$ cat src/rtl/bis_pkg.sv
// Shared types and constants for the bounded integer set table.
`default_nettype none

package bis_pkg;

   localparam int CAPACITY_DEF = 16;
   localparam int VALUE_W      = 32;
   localparam int RSP_COUNT_W  = 5;

   typedef enum logic [1:0] {
      CMD_CLEAR  = 2'd0,
      CMD_LOOKUP = 2'd1,
      CMD_INSERT = 2'd2,
      CMD_REMOVE = 2'd3
   } bis_cmd_type;

   typedef enum logic [2:0] {
      ST_IDLE,
      ST_SCAN,
      ST_LAST,
      ST_MOVE,
      ST_RESP
   } bis_state_type;

   typedef struct packed {
      logic [1:0]                cmd;
      logic signed [VALUE_W-1:0] value;
   } bis_req_type;

   typedef struct packed {
      logic                   ok;
      logic [RSP_COUNT_W-1:0] count;
   } bis_rsp_type;

   typedef struct packed {
      logic done;
      logic ok;
   } bis_res_type;

endpackage

`default_nettype wire

$ cat src/rtl/bounded_integer_set_table_top.sv
// Top level of the bounded integer set table: sequencer, element RAM, result register.
// A clear finishes without a search; lookup, insert and remove scan the held elements,
// and a successful remove then moves the last element into the freed slot.
// Requests are stalled until the previous one is done; the search reads one RAM entry a cycle.
// A finished result waits in the result register while the next request is taken.
// Reset empties the set at once; the element RAM is not cleared.
`default_nettype none

module bounded_integer_set_table_top import bis_pkg::*; #(
   parameter int CAPACITY = CAPACITY_DEF
) (
   input  wire logic        clock,
   input  wire logic        reset,
   input  wire logic        req_valid,
   output logic             req_stall,
   input  wire bis_req_type req,
   output logic             rsp_valid,
   input  wire logic        rsp_stall,
   output bis_rsp_type      rsp
);

   localparam int IDX_W = (CAPACITY > 1) ? $clog2(CAPACITY) : 1;
   localparam int CNT_W = $clog2(CAPACITY + 1);

   logic                idle;
   logic                res_take;
   bis_res_type         res;
   logic [CNT_W-1:0]    count;
   logic [CNT_W+RSP_COUNT_W-1:0] count_ext;
   logic                wr_en;
   logic [IDX_W-1:0]    wr_addr;
   logic [VALUE_W-1:0]  wr_data;
   logic                rd_en;
   logic [IDX_W-1:0]    rd_addr;
   logic [VALUE_W-1:0]  rd_data;

   logic                rsp_valid_ff;
   bis_rsp_type         rsp_ff;

   bis_ctrl #(
      .CAPACITY (CAPACITY)
   ) u_ctrl (
      .clock     (clock),
      .reset     (reset),
      .req_valid (req_valid),
      .req       (req),
      .idle      (idle),
      .res_take  (res_take),
      .res       (res),
      .count     (count),
      .wr_en     (wr_en),
      .wr_addr   (wr_addr),
      .wr_data   (wr_data),
      .rd_en     (rd_en),
      .rd_addr   (rd_addr),
      .rd_data   (rd_data)
   );

   bis_ram #(
      .WIDTH (VALUE_W),
      .DEPTH (CAPACITY)
   ) u_ram (
      .clock   (clock),
      .wr_en   (wr_en),
      .wr_addr (wr_addr),
      .wr_data (wr_data),
      .rd_en   (rd_en),
      .rd_addr (rd_addr),
      .rd_data (rd_data)
   );

   assign req_stall = !idle;
   assign res_take  = !rsp_valid_ff || !rsp_stall;
   assign count_ext = {{RSP_COUNT_W{1'b0}}, count};

   always_ff @(posedge clock) begin
      if (reset) begin
         rsp_valid_ff <= 1'b0;
      end else if (res.done && res_take) begin
         rsp_valid_ff <= 1'b1;
      end else if (!rsp_stall) begin
         rsp_valid_ff <= 1'b0;
      end
   end

   always_ff @(posedge clock) begin
      if (res.done && res_take) begin
         rsp_ff.ok    <= res.ok;
         rsp_ff.count <= count_ext[RSP_COUNT_W-1:0];
      end
   end

   assign rsp_valid = rsp_valid_ff;
   assign rsp       = rsp_ff;

endmodule

`default_nettype wire

$ cat src/rtl/bis_ram.sv
// Generic single-write, single-read RAM with registered read data.
`default_nettype none

module bis_ram #(
   parameter int WIDTH = 32,
   parameter int DEPTH = 16,
   localparam int AW   = (DEPTH > 1) ? $clog2(DEPTH) : 1
) (
   input  wire logic             clock,
   input  wire logic             wr_en,
   input  wire logic [AW-1:0]    wr_addr,
   input  wire logic [WIDTH-1:0] wr_data,
   input  wire logic             rd_en,
   input  wire logic [AW-1:0]    rd_addr,
   output logic [WIDTH-1:0]      rd_data
);

   logic [WIDTH-1:0] mem_ff [DEPTH];
   logic [WIDTH-1:0] rd_data_ff;

   always_ff @(posedge clock) begin
      if (wr_en) begin
         mem_ff[wr_addr] <= wr_data;
      end
      if (rd_en) begin
         rd_data_ff <= mem_ff[rd_addr];
      end
   end

   assign rd_data = rd_data_ff;

endmodule

`default_nettype wire

$ cat src/rtl/bis_ctrl.sv
// Sequencer: linear search with one shared compare, insert and swap-remove.
`default_nettype none

module bis_ctrl import bis_pkg::*; #(
   parameter int CAPACITY = CAPACITY_DEF,
   localparam int IDX_W   = (CAPACITY > 1) ? $clog2(CAPACITY) : 1,
   localparam int CNT_W   = $clog2(CAPACITY + 1)
) (
   input  wire logic               clock,
   input  wire logic               reset,
   input  wire logic               req_valid,
   input  wire bis_req_type        req,
   output logic                    idle,
   input  wire logic               res_take,
   output bis_res_type             res,
   output logic [CNT_W-1:0]        count,
   output logic                    wr_en,
   output logic [IDX_W-1:0]        wr_addr,
   output logic [VALUE_W-1:0]      wr_data,
   output logic                    rd_en,
   output logic [IDX_W-1:0]        rd_addr,
   input  wire logic [VALUE_W-1:0] rd_data
);

   bis_state_type       state_ff, state_in;
   bis_cmd_type         cmd_ff, cmd_in;
   logic [VALUE_W-1:0]  value_ff, value_in;
   logic [CNT_W-1:0]    rd_idx_ff, rd_idx_in;
   logic                cmp_vld_ff, cmp_vld_in;
   logic [IDX_W-1:0]    cmp_idx_ff, cmp_idx_in;
   logic [IDX_W-1:0]    slot_ff, slot_in;
   logic [CNT_W-1:0]    count_ff, count_in;
   logic                ok_ff, ok_in;

   logic                hit;
   logic                scan_more;
   logic                full;
   logic [CNT_W-1:0]    count_dec;

   assign hit       = cmp_vld_ff && (rd_data == value_ff);
   assign scan_more = rd_idx_ff < count_ff;
   assign full      = count_ff == CNT_W'(CAPACITY);
   assign count_dec = count_ff - CNT_W'(1);

   always_ff @(posedge clock) begin
      if (reset) begin
         state_ff   <= ST_IDLE;
         count_ff   <= '0;
         cmp_vld_ff <= 1'b0;
      end else begin
         state_ff   <= state_in;
         count_ff   <= count_in;
         cmp_vld_ff <= cmp_vld_in;
      end
   end

   always_ff @(posedge clock) begin
      cmd_ff     <= cmd_in;
      value_ff   <= value_in;
      rd_idx_ff  <= rd_idx_in;
      cmp_idx_ff <= cmp_idx_in;
      slot_ff    <= slot_in;
      ok_ff      <= ok_in;
   end

   always_comb begin
      state_in   = state_ff;
      cmd_in     = cmd_ff;
      value_in   = value_ff;
      rd_idx_in  = rd_idx_ff;
      cmp_vld_in = cmp_vld_ff;
      cmp_idx_in = cmp_idx_ff;
      slot_in    = slot_ff;
      count_in   = count_ff;
      ok_in      = ok_ff;
      rd_en      = 1'b0;
      rd_addr    = rd_idx_ff[IDX_W-1:0];
      wr_en      = 1'b0;
      wr_addr    = count_ff[IDX_W-1:0];
      wr_data    = value_ff;
      res.done   = 1'b0;
      res.ok     = ok_ff;

      unique case (state_ff)
         ST_IDLE: begin
            if (req_valid) begin
               cmd_in     = bis_cmd_type'(req.cmd);
               value_in   = req.value;
               rd_idx_in  = '0;
               cmp_vld_in = 1'b0;
               if (bis_cmd_type'(req.cmd) == CMD_CLEAR) begin
                  count_in = '0;
                  ok_in    = 1'b1;
                  state_in = ST_RESP;
               end else begin
                  state_in = ST_SCAN;
               end
            end
         end
         ST_SCAN: begin
            rd_en      = scan_more;
            cmp_vld_in = scan_more;
            cmp_idx_in = rd_idx_ff[IDX_W-1:0];
            if (scan_more) begin
               rd_idx_in = rd_idx_ff + CNT_W'(1);
            end
            if (hit) begin
               cmp_vld_in = 1'b0;
               case (cmd_ff)
                  CMD_REMOVE: begin
                     slot_in  = cmp_idx_ff;
                     state_in = ST_LAST;
                  end
                  CMD_INSERT: begin
                     ok_in    = 1'b0;
                     state_in = ST_RESP;
                  end
                  default: begin
                     ok_in    = 1'b1;
                     state_in = ST_RESP;
                  end
               endcase
            end else if (!scan_more) begin
               cmp_vld_in = 1'b0;
               state_in   = ST_RESP;
               case (cmd_ff)
                  CMD_INSERT: begin
                     if (!full) begin
                        wr_en    = 1'b1;
                        count_in = count_ff + CNT_W'(1);
                        ok_in    = 1'b1;
                     end else begin
                        ok_in = 1'b0;
                     end
                  end
                  default: begin
                     ok_in = 1'b0;
                  end
               endcase
            end
         end
         ST_LAST: begin
            rd_en    = 1'b1;
            rd_addr  = count_dec[IDX_W-1:0];
            state_in = ST_MOVE;
         end
         ST_MOVE: begin
            wr_en    = 1'b1;
            wr_addr  = slot_ff;
            wr_data  = rd_data;
            count_in = count_dec;
            ok_in    = 1'b1;
            state_in = ST_RESP;
         end
         ST_RESP: begin
            res.done = 1'b1;
            if (res_take) begin
               state_in = ST_IDLE;
            end
         end
         default: begin
            state_in = ST_IDLE;
         end
      endcase
   end

   assign idle  = state_ff == ST_IDLE;
   assign count = count_ff;

endmodule

`default_nettype wire

$ cat config.mk
export PLATFORM = sky130hd
export DESIGN_NAME = bounded_integer_set_table_top
export DESIGN_NICKNAME = d
export VERILOG_FILES = /design/src/rtl/bis_pkg.sv /design/src/rtl/bounded_integer_set_table_top.sv /design/src/rtl/bis_ram.sv /design/src/rtl/bis_ctrl.sv
export SDC_FILE = /design/constraint.sdc
export NUM_CORES = 1
export LEC_CHECK = 0
export ABC_AREA = 1
export BUFFER_PORTS_ARGS = -buffer_cell sky130_fd_sc_hd__clkbuf_2
export CAP_MARGIN = 20
export CORE_UTILIZATION = 54
export CTS_CLUSTER_SIZE = 20
export DETAILED_ROUTE_END_ITERATION = 7
export PLACE_DENSITY = 0.73
export SETUP_SLACK_MARGIN = 0.2
export SYNTH_ARGS = -nofsm -noshare
export SYNTH_HDL_FRONTEND = slang
export SYNTH_HIERARCHICAL = 1
export SYNTH_SLANG_ARGS = --single-unit
$ cat constraint.sdc
create_clock -name clock -period 10.5 [get_ports clock]
set_clock_uncertainty 0.1 [all_clocks]
set_input_delay 0.525 -clock clock [delete_from_list [all_inputs] [get_ports clock]]
set_output_delay 0.525 -clock clock [all_outputs]
set_load 0.05 [all_outputs]
; ---- Yosys cells after proc, flatten, opt, wreduce, memory -nomap -nowiden
; Memories as Yosys holds them, arrays and structs flattened. A register that Yosys moved wholly into a read port is not among the register bits.
; Cells that the tools add are included.
[word_totals]
ff_bits = 64
ram_bits = 512
in_bits = 38
output_inout_bits = 8
wordCells = 94
mem_count = 1
[memory_table]
columns = memory, words, word_bits, rd, rd_ports_with_merged_regs, wr, line_no
row1 = u_ram.mem_ff, 16, 32, 1, 1, 1, bis_ram.sv:18  ; logic [WIDTH-1:0] mem_ff [DEPTH];
[op_classes]
add_sub_neg = 3
magnitude_cmp = 1
n_eq_ne = 19
n_mux = 41
reduce_logical = 17
[op_table]
columns = cell, n
row1 = 2-to-1 mux 5 bit, 8
row2 = == test 32 bit, 1
row3 = 2-to-1 mux 32 bit, 1
row4 = 2-to-1 mux 3 bit, 6
row5 = 2-to-1 mux 1 bit, 16
row6 = one-hot mux 3 bit (5 select lines), 1
row7 = one-hot mux 5 bit (3 select lines), 1
row8 = "adder 5 x 1 -> 5 bit, second input constant", 2
row9 = "!= test 2 bit, second input constant", 5
row10 = one-hot mux 5 bit (2 select lines), 1
row11 = AND reduction 3 bit, 3
row12 = 2-to-1 mux 4 bit, 2
row13 = "!= test 2 x 1 -> 1 bit, second input constant", 4
row14 = one-hot mux 1 bit (2 select lines), 4
row15 = AND reduction 7 bit, 1
row16 = "== test 3 x 2 -> 1 bit, second input constant", 2
row17 = "== test 5 bit, second input constant", 1
row18 = less-than comparator 5 bit, 1
row19 = AND reduction 5 bit, 1
row20 = "subtractor 5 x 1 -> 5 bit, second input constant", 1
row21 = "== test 2 bit, second input constant", 2
row22 = AND reduction 2 bit, 2
row23 = "== test 3 x 1 -> 1 bit, second input constant", 1
row24 = "== test 3 bit, second input constant", 1
row25 = 10 further kinds, 13

; ---- Depth between registers and ports, before layout
[logic_depth]
depth_word = 8
ltp_mapped = 16
ltp_nobuf = 14

; ---- Hierarchy
; Netlist, hierarchy kept.
[modules_own_cells]
columns = module, n_inst, cells_each, area_each_um2, seq_area_each_um2
row1 = bis_ram, 1, 2120, 23050.9, 16335.7
row2 = bis_ctrl, 1, 510, 3738.6, 1621.6
row3 = bounded_integer_set_table_top, 1, 12, 227.7, 200.2

; ---- Least setup slack after synthesis
; Ideal clock, no wire load.
[synth_path]
path_type = flip-flop to flip-flop
startpoint = register u_ctrl.count_ff[2] (netlist: u_ctrl/count[2])
endpoint = memory u_ram.mem_ff[12][0], enable pin
setup_ps = 421
arrival_ps = 3092
setup_slack_ps = 6887
stages_incl_launch_ff = 11
n_path_buf = 1
synth_period_minus_slack_ps = 3613
path_cell_list = dfxtp_1 buf_2 inv_1 ha_1 nand2_1 inv_1 nor2_1 o211a_1 o31ai_1 nand3_1 nor2_1
[synth_between]
elab_chain_cells = 8
elab_cells_between_ends = 10
cone_classes = order compare: 1 / eq/ne: 1 / mux: 8
[synth_rtl]
columns = item, line_no
row1 = from (decl), bis_ctrl.sv:32  ; logic [CNT_W-1:0] count_ff, count_in;
row2 = from (signal assigned), bis_ctrl.sv:52  ; count_ff <= count_in;
row3 = == test 5 bit, bis_ctrl.sv:42  ; assign full = count_ff == CNT_W'(CAPACITY);
row4 = 2-to-1 mux 1 bit, bis_ctrl.sv:128  ; if (!full) begin
row5 = 2-to-1 mux 1 bit, bis_ctrl.sv:126  ; case (cmd_ff)
row6 = 2-to-1 mux 1 bit *, bis_ctrl.sv:123  ; end else if (!scan_more) begin
row7 = 2-to-1 mux 1 bit *, bis_ctrl.sv:107  ; if (hit) begin
row8 = one-hot mux 1 bit (2 select lines) *, bis_ctrl.sv:84  ; unique case (state_ff)
row9 = via wr_en, bounded_integer_set_table_top.sv:30  ; logic wr_en;
row10 = 2-to-1 mux 1 bit *, bis_ram.sv:22  ; if (wr_en) begin
row11 = 2-to-1 mux 1 bit (implied by the code) *, bis_ram.sv:23  ; mem_ff[wr_addr] <= wr_data;
row12 = to (decl), bis_ram.sv:18
; Mark *: on every way through the listed nets, which the timed path passes. The rest lies on a longest branch.

; ---- Worst setup path after layout
[layout_path]
startpoint = register u_ctrl.state_ff[2]
endpoint = register u_ram.rd_data_ff[9] (netlist: u_ram/rd_data[9]) (read register of u_ram.mem_ff) (data pin)
[layout_between]
elab_chain_cells = 2
elab_cells_between_ends = 4
cone_classes = eq/ne: 2 / mux: 2
[layout_rtl]
columns = item, line_no
row1 = from (decl), bis_ctrl.sv:25  ; bis_state_type state_ff, state_in;
row2 = from (signal assigned), bis_ctrl.sv:51  ; state_ff <= state_in;
row3 = == test 3 x 2 -> 1 bit, bis_ctrl.sv:84
row4 = 2-to-1 mux 4 bit, bis_ctrl.sv:84
row5 = via rd_addr[0], bounded_integer_set_table_top.sv:34  ; logic [IDX_W-1:0] rd_addr;
row6 = to (decl), bis_ram.sv:19  ; logic [WIDTH-1:0] rd_data_ff;
; The timed path passes the listed nets, and every way through them passes these cells.
; A chain may end at the register's enable or synchronous reset.

==> results.py <==
metrics = {
    "route": {
        "routed-via-count": 18700,
        "ant_nets": 0,
        "firstDrtPassIters": 6,
        "drc": 0,
        "drt_iter0_drc": 2286,
        "avgRoutedWirePerCell_um": 19.5,
        "drt-vias-per-instance": 5.44,
        "wirelength_um": 67000,
    },
    "die": {
        "die_h_um": 226,
        "num_io_pins": 46,
        "die_x_um": 226,
        "num_rows": 81,
        "die_area_um2": 50900,
        "initial_core_util_pct": 55.0,
        "core_um2": 49200,
    },
    "placement": {
        "placed_area_um2": 27900,
        "portBuffers": 45,
        "place_congestion": 0.872,
        "post-place-ws_ps": 5910,
        "hpwlAfterDp_um": 35400,
    },
    "synthesis": {
        "synthMuxAreaShare_pct": 0,
        "synth_most_common_cell": "nand2_1",
        "ys.flop_type": "edfxtp_1",
        "synth-simple-area-share_pct": 21.3,
        "seq_area_frac_synth_pct": 67.2,
        "yosys.area.top_type_share_pct": 66.5,
        "synth_compound_area_share_pct": 1.32,
        "yosys.area.top_type": "edfxtp_1",
        "synthArstFlopShare_pct": 0,
        "netlist_instances": 2642,
        "syn_nets": 2688,
        "ys_types": 42,
        "yosys-top-cells-count": "848 x nand2_1, 598 x edfxtp_1, 454 x inv_1",
        "synth_warnings": 6,
        "synth_area_um2": 27000,
        "synth_top_family_by_area": "simple AND/OR/NAND/NOR gates",
        "synth_xor_area_share_pct": 0.389,
        "synthTopCellsByArea": "edfxtp_1 66%, nand2_1 12%, nand3_1 7.5%",
        "synth_edf_count": 598,
        "avgSynthCellArea_um2": 10.2,
        "synthAdderAreaFrac_pct": 0.370,
        "synth_seq_cells": 608,
    },
    "timing": {
        "slew_headroom_pct": 24.1,
        "max_freq_mhz": 211,
        "tightest_slew_ps": 1140,
        "grt_setup_unrepaired": "false",
        "hold_violations": 0,
        "slew_viol_final": 0,
        "setup_viol": 0,
        "period_share_pct": 45.2,
        "worst_slack_ps": 5750,
        "min_period_ps": 4750,
        "setup-tns-final_ps": 0,
        "whs_ps": 58.5,
    },
    "global_routing": {
        "antenna_found_initial": 0,
        "gr-max-usage-layer": "met2",
        "grt_pass1_wl_um": 102000,
        "met2_usage_pct": 45.6,
        "overflow": 0,
        "gr-usage-met1_pct": 35.0,
        "grt_max_degree": 103,
        "gr-usage-met3_pct": 4.16,
        "track_usage_pct": 26.9,
        "first_global_vias": 18000,
    },
    "clock_tree": {
        "postCtsHoldBufs": 34,
        "cts_num_sinks": 608,
        "clockBufferDepth": 3,
        "cts_tree": "done",
        "htreeDepth": 2,
        "clock_latency_ps": 620,
        "post_cts.repair.setup_buffers": 0,
        "clk_pin_slew_worst_paths_ps": 60,
        "cts.repair.resized": 0,
        "cts-root-buf": "clkbuf_16",
        "cts_buffers": 60,
    },
    "finish": {
        "antenna-diode-count": 0,
        "drive_above_1_share_pct": 9.30,
        "finalInstanceArea_um2": 30100,
        "fillers": 3858,
        "nets": 2774,
        "syn2layout_area_growth_pct": 11.4,
    },
    "power": {
        "irDropWorstVdd_v": 0.000157,
        "switching_share_pct": 29.2,
        "comb_power_share_pct": 18.6,
        "seqPwrFrac_pct": 47.8,
        "clkPwrFrac_pct": 33.6,
        "p_int_mw": 4.21,
        "p_per_area_nw_per_um2": 198,
        "p_leak_nw": 12.8,
        "p_sw_mw": 1.74,
    },
    "critical_path": {
        "rrSetupSlack_ps": 5750,
        "startpoint_type": "flop",
        "cp.arrival_ps": 5020,
        "path_class": "reg2reg",
        "required_ps": 10770,
        "max_stage_delay_ps": 890,
        "critPathCaptureType": "flop",
        "crit_fanout": 87,
        "slowest_stage": "buf_4",
        "crit_path_cell_trace": "nor2_1 -> inv_1 -> nor2_1 -> inv_1 -> nand2_1 -> o21ai_4 -> buf_4 -> buf_4 -> buf_4 -> nand2_1 -> nand3_1 -> nand3_1 -> nand3_1 -> nand2_1",
    },
    "flow_run": {
        "max-cap-violations": 0,
    },
    "run_status": {
        "run_status": "finished clean",
    },
    "worst_hold_path": {
        "hold_path.class": "in2reg",
    },
}
power groups by stage:
stage / Sequential (mW) / Clock, mW / Combinational [mW]
after global placement: 2.89 / 0 / 1.04
after CTS: 2.84 / 2.02 / 1.09
after detailed placement: 2.89 / 0 / 1.07
after floorplan: 2.88 / 0 / 0.808
after global routing: 2.85 / 2.12 / 1.22
final: 2.84 / 2.00 / 1.11
layer usage:
layer / vias up / part of all wire [%]
met2: 976 / 48
li1: 8711 / -
met1: 8845 / 39
met3: 178 / 9.1
met4: 0 / 3.7
met5: - / 0
logic make-up after synthesis:
family / Yosys count
simple gates: 1355
flops: 608
buf+inv: 594
compound gates: 65
xor+xnor: 12
fa+ha+maj: 8
placed cells by master, fill, tap and decap left out, types with 20 or more instances in the layout:
cell and n:
clkbuf_16 61, edfxtp_1 598, inv_2 24, o21ai_0 34, dlygate4sd3_1 34, nor2_1 41, inv_1 453, nor2_4 20
clkbuf_2 45, nand3_1 405, buf_4 59, nand2_1 846
final cells by class:
| class | instances | area [um2] | area share (%) |
|---|---|---|---|
| sequential | 608 | 18200 | 60.3 |
| inverter | 480 | 1810 | 6.01 |
| multi-input combinational | 1440 | 6480 | 21.5 |
| tap | 664 | 831 | 2.76 |
| clock buffer | 76 | 1580 | 5.26 |
| timing repair buffer | 138 | 1010 | 3.35 |
| clock inverter | 32 | 220 | 0.732 |
stage by stage:
step / cells / util (%) / power (mW)
finish: 3438 / 61.2 / 5.95
global route: 3438 / 61.2 / 6.18
CTS: 3435 / 61.2 / 5.96
detailed placement: 3293 / 56.8 / 3.96
global placement: 3292 / 56.8 / 3.94
floorplan: 2642 / - / 3.69
worst paths after layout:
kind	from	end	depth (start not counted)
hold reg to reg	u_ctrl/cmp_idx_ff[2]	u_ctrl/slot_ff[2]	0
setup reg to reg	u_ctrl/state_ff[2]	u_ram/rd_data[9]	14
setup / recovery	u_ctrl/state_ff[2]	u_ram/rd_data[9]	14
hold / removal	reset	rsp_valid	2
critical path, delay by kind of cell (launching register included):
| family | cells | cell delay, ps |
|---|---|---|
| flip-flops | 1 | 400 |
| AND/OR/NAND/NOR | 8 | 920 |
| AO/OA/AOI/OAI | 1 | 80 |
| buffers and inverters | 5 | 2900 |
registers in the layout (all words and copies together), names as in the netlist:
register           cells
u_ctrl/slot_ff         4
u_ctrl/rd_idx_ff       5
rsp_valid              1
rsp                    6
u_ctrl/state_ff        3
u_ctrl/cmd_ff          2
u_ram/rd_data         32
u_ctrl/ok_ff           1
u_ctrl/cmp_vld_ff      1
u_ctrl/count           5
u_ram/mem_ff         512
u_ctrl/cmp_idx_ff      4
u_ctrl/value_ff       32
No activity file was read; power rests on OpenSTA's default activity.
